File: src/jhfs_pkg.sv
// ----------------------------------------------------------------------------
// jhfs_pkg
// Types and constants shared by the marker fixup and byte stuffing block.
// ----------------------------------------------------------------------------
package jhfs_pkg;

  typedef enum logic [10:0] {
    PH_MARK_FF   = 11'b000_0000_0001,
    PH_MARK_CODE = 11'b000_0000_0010,
    PH_SEG_HI    = 11'b000_0000_0100,
    PH_SEG_LO    = 11'b000_0000_1000,
    PH_SEG_BODY  = 11'b000_0001_0000,
    PH_SOS_HI    = 11'b000_0010_0000,
    PH_SOS_LO    = 11'b000_0100_0000,
    PH_SOS_BODY  = 11'b000_1000_0000,
    PH_SCAN      = 11'b001_0000_0000,
    PH_DONE      = 11'b010_0000_0000,
    PH_HALT      = 11'b100_0000_0000
  } phase_e;

  localparam logic [7:0] MK_PREFIX = 8'hFF;
  localparam logic [7:0] MK_SOI    = 8'hD8;
  localparam logic [7:0] MK_APP    = 8'hA0;
  localparam logic [7:0] MK_SOF    = 8'hC0;
  localparam logic [7:0] MK_DHT    = 8'hC4;
  localparam logic [7:0] MK_DQT    = 8'hDB;
  localparam logic [7:0] MK_SOS    = 8'hDA;
  localparam logic [7:0] MK_EOI    = 8'hD9;
  localparam logic [7:0] SOS_LEN   = 8'h0C;
  localparam logic [7:0] SOS_SE    = 8'h3F;
  localparam logic [7:0] BYTE_ZERO = 8'h00;

  localparam logic [1:0] ST_OK        = 2'd0;
  localparam logic [1:0] ST_BAD_PREFIX = 2'd1;
  localparam logic [1:0] ST_BAD_CODE  = 2'd2;
  localparam logic [1:0] ST_TRUNC     = 2'd3;

  localparam int unsigned TOTAL_BITS = 24;

  typedef struct packed {
    logic [3:0][7:0] bytes;
    logic [1:0]      last_idx;
    logic            sonly;
    logic            fin;
    logic [1:0]      status;
  } job_t;

endpackage

File: src/jhfs_front.sv
// ----------------------------------------------------------------------------
// jhfs_front
// Parses the input stream and turns each item into at most one job of up to four bytes.
// ----------------------------------------------------------------------------
module jhfs_front (
  input  logic          clk_i,
  input  logic          rst_ni,
  input  logic          push_i,
  input  logic [7:0]    in_byte_i,
  input  logic          in_last_i,
  input  logic          q_full_i,
  output logic          q_push_o,
  output jhfs_pkg::job_t q_job_o
);

  jhfs_pkg::phase_e phase_q, phase_d;
  logic [15:0]      rem_q, rem_d;
  logic [7:0]       lenh_q, lenh_d;
  logic             pend_q, pend_d;

  logic             accept;
  logic             active;
  logic [2:0]       n;
  logic             fin;
  logic [1:0]       st;
  logic [3:0][7:0]  bytes;
  logic [15:0]      len16;
  logic [15:0]      body;

  assign accept = push_i && !q_full_i;
  assign active = (phase_q != jhfs_pkg::PH_DONE) && (phase_q != jhfs_pkg::PH_HALT);
  assign len16  = {lenh_q, in_byte_i};
  assign body   = (len16 < 16'd2) ? 16'd0 : len16 - 16'd2;

  always_comb begin
    phase_d = phase_q;
    rem_d   = rem_q;
    lenh_d  = lenh_q;
    pend_d  = pend_q;
    n       = 3'd0;
    fin     = 1'b0;
    st      = jhfs_pkg::ST_OK;
    bytes   = '0;
    unique case (phase_q) inside
      jhfs_pkg::PH_MARK_FF: begin
        if (in_byte_i != jhfs_pkg::MK_PREFIX) begin
          fin     = 1'b1;
          st      = jhfs_pkg::ST_BAD_PREFIX;
          phase_d = jhfs_pkg::PH_HALT;
        end else begin
          phase_d = jhfs_pkg::PH_MARK_CODE;
        end
      end
      jhfs_pkg::PH_MARK_CODE: begin
        bytes[0] = jhfs_pkg::MK_PREFIX;
        bytes[1] = in_byte_i;
        if (in_byte_i == jhfs_pkg::MK_SOI) begin
          n       = 3'd2;
          phase_d = jhfs_pkg::PH_MARK_FF;
        end else if (in_byte_i == jhfs_pkg::MK_APP) begin
          phase_d = jhfs_pkg::PH_MARK_FF;
        end else if (in_byte_i == jhfs_pkg::MK_SOF || in_byte_i == jhfs_pkg::MK_DHT ||
                     in_byte_i == jhfs_pkg::MK_DQT) begin
          n       = 3'd2;
          phase_d = jhfs_pkg::PH_SEG_HI;
        end else if (in_byte_i == jhfs_pkg::MK_SOS) begin
          n        = 3'd4;
          bytes[2] = jhfs_pkg::BYTE_ZERO;
          bytes[3] = jhfs_pkg::SOS_LEN;
          phase_d  = jhfs_pkg::PH_SOS_HI;
        end else if (in_byte_i == jhfs_pkg::MK_EOI) begin
          n       = 3'd2;
          fin     = 1'b1;
          phase_d = jhfs_pkg::PH_DONE;
        end else begin
          fin     = 1'b1;
          st      = jhfs_pkg::ST_BAD_CODE;
          phase_d = jhfs_pkg::PH_HALT;
        end
      end
      jhfs_pkg::PH_SEG_HI: begin
        n        = 3'd1;
        bytes[0] = in_byte_i;
        lenh_d   = in_byte_i;
        phase_d  = jhfs_pkg::PH_SEG_LO;
      end
      jhfs_pkg::PH_SEG_LO: begin
        n        = 3'd1;
        bytes[0] = in_byte_i;
        rem_d    = body;
        phase_d  = (body != 16'd0) ? jhfs_pkg::PH_SEG_BODY : jhfs_pkg::PH_MARK_FF;
      end
      jhfs_pkg::PH_SEG_BODY: begin
        n        = 3'd1;
        bytes[0] = in_byte_i;
        rem_d    = rem_q - 16'd1;
        if (rem_q == 16'd1) begin
          phase_d = jhfs_pkg::PH_MARK_FF;
        end
      end
      jhfs_pkg::PH_SOS_HI: begin
        lenh_d  = in_byte_i;
        phase_d = jhfs_pkg::PH_SOS_LO;
      end
      jhfs_pkg::PH_SOS_LO: begin
        rem_d = body;
        if (body == 16'd0) begin
          n        = 3'd3;
          bytes[0] = jhfs_pkg::BYTE_ZERO;
          bytes[1] = jhfs_pkg::SOS_SE;
          bytes[2] = jhfs_pkg::BYTE_ZERO;
          phase_d  = jhfs_pkg::PH_SCAN;
        end else begin
          phase_d = jhfs_pkg::PH_SOS_BODY;
        end
      end
      jhfs_pkg::PH_SOS_BODY: begin
        n        = 3'd1;
        bytes[0] = in_byte_i;
        rem_d    = rem_q - 16'd1;
        if (rem_q == 16'd1) begin
          n        = 3'd4;
          bytes[1] = jhfs_pkg::BYTE_ZERO;
          bytes[2] = jhfs_pkg::SOS_SE;
          bytes[3] = jhfs_pkg::BYTE_ZERO;
          phase_d  = jhfs_pkg::PH_SCAN;
        end
      end
      jhfs_pkg::PH_SCAN: begin
        if (pend_q && in_byte_i == jhfs_pkg::MK_EOI && in_last_i) begin
          n        = 3'd2;
          bytes[0] = jhfs_pkg::MK_PREFIX;
          bytes[1] = jhfs_pkg::MK_EOI;
          fin      = 1'b1;
          pend_d   = 1'b0;
          phase_d  = jhfs_pkg::PH_DONE;
        end else if (pend_q) begin
          bytes[0] = jhfs_pkg::MK_PREFIX;
          bytes[1] = jhfs_pkg::BYTE_ZERO;
          pend_d   = 1'b0;
          if (in_byte_i == jhfs_pkg::MK_PREFIX) begin
            if (in_last_i) begin
              n        = 3'd4;
              bytes[2] = jhfs_pkg::MK_PREFIX;
              bytes[3] = jhfs_pkg::BYTE_ZERO;
            end else begin
              n      = 3'd2;
              pend_d = 1'b1;
            end
          end else begin
            n        = 3'd3;
            bytes[2] = in_byte_i;
          end
        end else if (in_byte_i == jhfs_pkg::MK_PREFIX) begin
          if (in_last_i) begin
            n        = 3'd2;
            bytes[0] = jhfs_pkg::MK_PREFIX;
            bytes[1] = jhfs_pkg::BYTE_ZERO;
          end else begin
            pend_d = 1'b1;
          end
        end else begin
          n        = 3'd1;
          bytes[0] = in_byte_i;
        end
      end
      jhfs_pkg::PH_DONE, jhfs_pkg::PH_HALT: begin
        phase_d = phase_q;
      end
      default: begin
        phase_d = jhfs_pkg::PH_HALT;
      end
    endcase
    if (in_last_i && active && phase_d != jhfs_pkg::PH_DONE &&
        phase_d != jhfs_pkg::PH_HALT) begin
      fin     = 1'b1;
      st      = jhfs_pkg::ST_TRUNC;
      pend_d  = 1'b0;
      phase_d = jhfs_pkg::PH_HALT;
    end
  end

  always_comb begin
    q_job_o.bytes    = (n == 3'd0) ? '0 : bytes;
    q_job_o.last_idx = (n == 3'd0) ? 2'd0 : 2'(n - 3'd1);
    q_job_o.sonly    = (n == 3'd0);
    q_job_o.fin      = fin;
    q_job_o.status   = st;
  end

  assign q_push_o = accept && active && ((n != 3'd0) || fin);

  always_ff @(posedge clk_i or negedge rst_ni) begin
    if (!rst_ni) begin
      phase_q <= jhfs_pkg::PH_MARK_FF;
      rem_q   <= '0;
      lenh_q  <= '0;
      pend_q  <= 1'b0;
    end else if (accept) begin
      phase_q <= phase_d;
      rem_q   <= rem_d;
      lenh_q  <= lenh_d;
      pend_q  <= pend_d;
    end
  end

endmodule

File: src/jhfs_queue.sv
// ----------------------------------------------------------------------------
// jhfs_queue
// Two-entry job queue between the parser and the byte emitter.
// ----------------------------------------------------------------------------
module jhfs_queue (
  input  logic           clk_i,
  input  logic           rst_ni,
  input  logic           wr_i,
  input  jhfs_pkg::job_t wr_job_i,
  input  logic           rd_i,
  output jhfs_pkg::job_t rd_job_o,
  output logic           full_o,
  output logic           empty_o
);

  jhfs_pkg::job_t mem_q [2];
  logic           wp_q;
  logic           rp_q;
  logic [1:0]     cnt_q;
  logic           do_wr;
  logic           do_rd;

  assign full_o   = (cnt_q == 2'd2);
  assign empty_o  = (cnt_q == 2'd0);
  assign do_wr    = wr_i && !full_o;
  assign do_rd    = rd_i && !empty_o;
  assign rd_job_o = mem_q[rp_q];

  always_ff @(posedge clk_i) begin
    if (do_wr) begin
      mem_q[wp_q] <= wr_job_i;
    end
  end

  always_ff @(posedge clk_i or negedge rst_ni) begin
    if (!rst_ni) begin
      wp_q  <= 1'b0;
      rp_q  <= 1'b0;
      cnt_q <= 2'd0;
    end else begin
      if (do_wr) begin
        wp_q <= ~wp_q;
      end
      if (do_rd) begin
        rp_q <= ~rp_q;
      end
      cnt_q <= cnt_q + 2'(do_wr) - 2'(do_rd);
    end
  end

endmodule

File: src/jhfs_back.sv
// ----------------------------------------------------------------------------
// jhfs_back
// Walks the head job one byte per pop and keeps the saturating byte count.
// ----------------------------------------------------------------------------
module jhfs_back #(
  parameter int unsigned COUNT_BITS = 24
) (
  input  logic           clk_i,
  input  logic           rst_ni,
  input  jhfs_pkg::job_t job_i,
  input  logic           q_empty_i,
  input  logic           pop_i,
  output logic           q_rd_o,
  output logic [7:0]     out_byte_o,
  output logic           out_last_o,
  output logic [1:0]     status_o,
  output logic [23:0]    out_total_o
);

  logic [1:0]            idx_q;
  logic [COUNT_BITS-1:0] cnt_q;
  logic [COUNT_BITS-1:0] cnt_disp;
  logic                  take;
  logic                  at_end;

  assign take   = pop_i && !q_empty_i;
  assign at_end = (idx_q == job_i.last_idx);
  assign q_rd_o = take && at_end;

  always_comb begin
    cnt_disp = cnt_q;
    if (!job_i.sonly && cnt_q != {COUNT_BITS{1'b1}}) begin
      cnt_disp = cnt_q + COUNT_BITS'(1);
    end
  end

  assign out_byte_o = job_i.bytes[idx_q];
  assign out_last_o = job_i.fin && at_end;
  assign status_o   = out_last_o ? job_i.status : jhfs_pkg::ST_OK;

  if (COUNT_BITS > jhfs_pkg::TOTAL_BITS) begin : g_sat
    assign out_total_o = (|cnt_disp[COUNT_BITS-1:jhfs_pkg::TOTAL_BITS]) ? '1 :
                         cnt_disp[jhfs_pkg::TOTAL_BITS-1:0];
  end else begin : g_ext
    assign out_total_o = jhfs_pkg::TOTAL_BITS'(cnt_disp);
  end

  always_ff @(posedge clk_i or negedge rst_ni) begin
    if (!rst_ni) begin
      idx_q <= 2'd0;
      cnt_q <= '0;
    end else if (take) begin
      idx_q <= at_end ? 2'd0 : idx_q + 2'd1;
      cnt_q <= cnt_disp;
    end
  end

endmodule

File: src/jpeg_header_fixup_stuffer.sv
// ----------------------------------------------------------------------------
// jpeg_header_fixup_stuffer
// Rewrites variant JPEG marker layout to standard JPEG with FF00 stuffing.
// ----------------------------------------------------------------------------
// An input item is taken in the cycle it is pushed whenever the two-entry job
// queue has room, so items can arrive back to back; each item yields zero to
// four result bytes, and the emitter hands out one result per cycle while pop
// is held, the first one in the cycle after the item is taken at the earliest.
// The sustained rate is therefore set by the output port and by how many
// results each item yields. After a final result (end marker, error or
// truncation) the block swallows further items without results until reset.
module jpeg_header_fixup_stuffer #(
  parameter int unsigned COUNT_BITS = 24
) (
  input  logic        clk_i,
  input  logic        rst_ni,
  input  logic        push,
  output logic        full,
  input  logic [7:0]  in_byte_i,
  input  logic        in_last_i,
  output logic        empty,
  input  logic        pop,
  output logic [7:0]  out_byte_o,
  output logic        out_last_o,
  output logic [1:0]  status_o,
  output logic [23:0] out_total_o
);

  jhfs_pkg::job_t wr_job;
  jhfs_pkg::job_t rd_job;
  logic           q_push;
  logic           q_rd;

  jhfs_front u_front (
    .clk_i     (clk_i),
    .rst_ni    (rst_ni),
    .push_i    (push),
    .in_byte_i (in_byte_i),
    .in_last_i (in_last_i),
    .q_full_i  (full),
    .q_push_o  (q_push),
    .q_job_o   (wr_job)
  );

  jhfs_queue u_queue (
    .clk_i    (clk_i),
    .rst_ni   (rst_ni),
    .wr_i     (q_push),
    .wr_job_i (wr_job),
    .rd_i     (q_rd),
    .rd_job_o (rd_job),
    .full_o   (full),
    .empty_o  (empty)
  );

  jhfs_back #(
    .COUNT_BITS (COUNT_BITS)
  ) u_back (
    .clk_i       (clk_i),
    .rst_ni      (rst_ni),
    .job_i       (rd_job),
    .q_empty_i   (empty),
    .pop_i       (pop),
    .q_rd_o      (q_rd),
    .out_byte_o  (out_byte_o),
    .out_last_o  (out_last_o),
    .status_o    (status_o),
    .out_total_o (out_total_o)
  );

  a_full_not_empty: assert property (@(posedge clk_i) disable iff (!rst_ni)
    full |-> !empty) else $error("queue full while empty");

  a_status_on_last: assert property (@(posedge clk_i) disable iff (!rst_ni)
    (!empty && status_o != jhfs_pkg::ST_OK) |-> out_last_o)
    else $error("error status on a non-final item");

  a_nothing_after_last: assert property (@(posedge clk_i) disable iff (!rst_ni)
    (pop && !empty && out_last_o) |=> empty)
    else $error("item after final item");

  a_total_monotonic: assert property (@(posedge clk_i) disable iff (!rst_ni)
    (pop && !empty) ##1 !empty |-> out_total_o >= $past(out_total_o))
    else $error("byte total went down");

endmodule

File: config.mk
export PLATFORM = sky130hd
export DESIGN_NAME = jpeg_header_fixup_stuffer
export DESIGN_NICKNAME = d
export VERILOG_FILES = /design/src/jhfs_pkg.sv /design/src/jhfs_front.sv /design/src/jhfs_queue.sv /design/src/jhfs_back.sv /design/src/jpeg_header_fixup_stuffer.sv
export SDC_FILE = /design/constraint.sdc
export NUM_CORES = 1
export LEC_CHECK = 0
export BUFFER_PORTS_ARGS = -buffer_cell sky130_fd_sc_hd__buf_4
export CORE_AREA = 8 8 141 143
export DETAILED_ROUTE_END_ITERATION = 10
export DIE_AREA = 0 0 149 151
export SYNTH_ARGS = -nofsm -noshare
export SYNTH_HDL_FRONTEND = slang
export SYNTH_HIERARCHICAL = 1
export SYNTH_SLANG_ARGS = --single-unit
File: constraint.sdc
create_clock -name clk_i -period 9.96 [get_ports clk_i]
set_clock_uncertainty 0.1 [all_clocks]
set_input_delay 0.996 -clock clk_i [delete_from_list [all_inputs] [get_ports clk_i]]
set_output_delay 0.996 -clock clk_i [all_outputs]
set_load 0.02 [all_outputs]
==> metrics.cfg <==
[worst_hold_path]
min_to=u_queue/cnt_q[1]$_DFF_PN0_
worstHoldPathType=flip-flop to flip-flop
hold_start=u_queue/cnt_q[1]$_DFF_PN0_
hold_depth=1

[cells_and_area]
antenna_cells=0
final_nets=832
drive_gt1_frac=0.207
synthToLayoutAreaGrowth_pct=12.4

[placed_design]
hpwl_um=14500
io_buffers=49
place_congestion=0.871

[worst_setup_path]
worstReg2RegEnd=u_queue/mem_q[0][12]$_DFFE_PP_
critical_path.cell_chain=buf_4, inv_1, ha_1, or4b_1, o41ai_4, nand4_2, a2111oi_4, nor4b_2, buf_4, a31oi_1, nand2_1, nor2_4
crit_path_start_kind=primary input
r2r-start=u_front/phase_q[1]$_DFFE_PN0P_
cp_max_fo=38
crit_path_frequent_cell=buf_4
crit_required_ns=9.89
crit_slowest_cell=nor2_4
crit_type=primary input to flip-flop
worstPathArrival_ns=4.83
max_stage_delay_ns=0.89
worstSetupEndpointType=flip-flop
rrSetupSlack_ns=5.50
reg2reg_depth=9

[floorplanning]
start_util=0.473
io_pins=50
core_area_mm2=0.0177
die_y_um=151
fp.dieW_um=149
fp-row-count=49
fp.dieArea_mm2=0.0225

[route]
drt-initial-drc-count=472
vias_per_cell=5.88
vias=6199
routed_wl_um=20500
drt-pass1-iter-count=5
ant_nets=0
wl_per_cell_um=19.4
drcViolationCount=0

[sta]
setup_viol=0
rsz0062_at_grt=false
hold_viol=0
fmax_ghz=0.204
finalCritPeriodShare=0.492
period_needed_ns=4.90
fin_tns_setup_ns=0
drv_slew=0
relSlewSlack=0.241
worstMarginPinSlew_ns=1.14

[logic_synthesis]
synth-edff-count=76
ys_ff_latch=142
synth_cell_types=83
yosysTopAreaCellShare=0.273
synth_ff_type=edfxtp_1
yosysSeqAreaShare=0.471
yosysWarnings=6
avgSynthCellArea_um2=10.5
syn_area_mm2=0.00835
synthCells=792
synthArstFlopShare=0.465
synth_common_cells=78 x nand2_1, 76 x edfxtp_1, 65 x dfrtp_1
synth_mux_area_frac=0.0932
synth_top_cell_by_area=edfxtp_1
synth-xor-area-share=0.0661
synth.most_common_cell=nand2_1
synth.area.top_cells=edfxtp_1 27%, dfrtp_1 19%, mux2_2 5.0%, xor2_1 4.3%, nand2_1 3.5%
synth-adder-area-share=0.00899
synth_compound_area_frac=0.113
synth_top_family_by_area=simple AND/OR/NAND/NOR gates
yosys.area_share.simple=0.203

[power]
power_frac_comb=0.259
powerDensity_mw_per_mm2=212
p_sw_frac=0.333
power_frac_clock=0.338
irDropWorstVdd_uv=150
power_frac_seq=0.403
p_sw_mw=0.662
p_int_mw=1.33
finalPower_mw=1.99
p_leak_nw=3.58

[clock_network]
cts_root_buffer=clkbuf_16
cts_buffers=17
h-tree-depth=4
cts.sinks=142
ctsHoldBuffers=0
post_cts_buffers=0
clk-insertion-delay-late_ns=0.42
cts_buffer_depth=2
clk_pin_slew_ns=0.06
ctsResizeCount=0
cts_tree=yes

[global_routing]
gr-usage-all-layers=0.184
grt_pass1_vias=6016
grt_pass1_wl_um=32700
grt_max_degree=67
grt-ovfl-total=0
antenna_found_initial=0

[run_status]
outcome=complete, no violations

[job]
cap_violations=0

## cell usage in the layout, fill, tap and decap left out, types with 9 or more instances in the layout
master	n
nand4_1	20
clkbuf_16	17
a21oi_1	26
dfrtp_1	64
o21ai_0	44
mux2_4	10
nand2_1	78
nor2_1	54
nand3_1	22
nor4_1	19
nor3_1	40
xor2_1	41
inv_1	18
xnor2_1	22
and3_1	9
buf_4	53
edfxtp_1	76
mux2_2	37
## cells by family after synthesis
family,Yosys count
other,1
buffers and inverters,74
adder cells (fa/ha/maj),6
flip-flops,142
XOR/XNOR,63
multiplexers,58
AND/OR/NAND/NOR,314
AO/OA/AOI/OAI,134
## routing by layer
layer  part of all wire  track usage
met4              0.015       0.0500
met1               0.45        0.246
met2               0.47        0.293
met5                  0            0
met3              0.059       0.0433
## power by group through the flow
stage               Combinational [mW]  Clock, mW  Sequential, mW
finish                           0.514      0.673           0.802
global route                     0.560      0.709           0.817
CTS                              0.517      0.687           0.802
detailed placement               0.514          0           0.812
global placement                 0.504          0           0.809
floorplan                        0.439          0           0.725
## cell type report
type	instances	area, µm²
Sequential cell	142	3940
Timing Repair Buffer	53	398
Clock buffer	17	425
Clock inverter	15	198
Fill cell	1570	8270
Multi-Input combinational cell	581	4080
Tap cell	229	287
Inverter	18	67.6
## critical path, delay by kind of cell
family | cells | cell delay, ns
simple gates | 5 | 1.99
buf+inv | 3 | 0.50
fa+ha+maj | 1 | 0.26
compound gates | 3 | 1.06
## registers in the layout, indices dropped and copies added (netlist names)
register	cells
u_back/cnt_q	24
u_queue/wp_q	1
u_front/phase_q	11
u_front/lenh_q	8
u_queue/cnt_q	2
u_queue/mem_q	76
u_queue/rp_q	1
u_front/pend_q	1
u_back/idx_q	2
u_front/rem_q	16
## through the flow
stage	hold slack [ns]	instance area (µm²)	std cells	utilization	setup WS [ns]
2_1_floorplan	0.361	8370	797	-	4.37
3_3_place_gp	0.382	8760	1023	0.496	4.82
3_5_place_dp	0.388	8760	1023	0.496	4.67
4_1_cts	0.401	9390	1055	0.532	5.08
5_1_grt	0.436	9390	1055	0.532	4.84
6_report	0.404	9390	1055	0.532	5.06
## worst max-delay path by stage
| stage | startpoint | endpoint | slack, ns | cells after the start |
|---|---|---|---|---|
| floorplan | in_byte_i[1] | u_queue/mem_q[0][0]$_DFFE_PP_ | 4.37 | 13 |
| global placement | in_byte_i[1] | u_queue/mem_q[0][35]$_DFFE_PP_ | 4.82 | 12 |
| detailed placement | in_byte_i[1] | u_queue/mem_q[0][27]$_DFFE_PP_ | 4.67 | 12 |
| CTS | in_byte_i[1] | u_queue/mem_q[0][12]$_DFFE_PP_ | 5.08 | 12 |
| global route | in_byte_i[1] | u_queue/mem_q[0][12]$_DFFE_PP_ | 4.84 | 12 |
| finish | in_byte_i[1] | u_queue/mem_q[0][12]$_DFFE_PP_ | 5.06 | 12 |
Power figures use the tool's default switching activity.
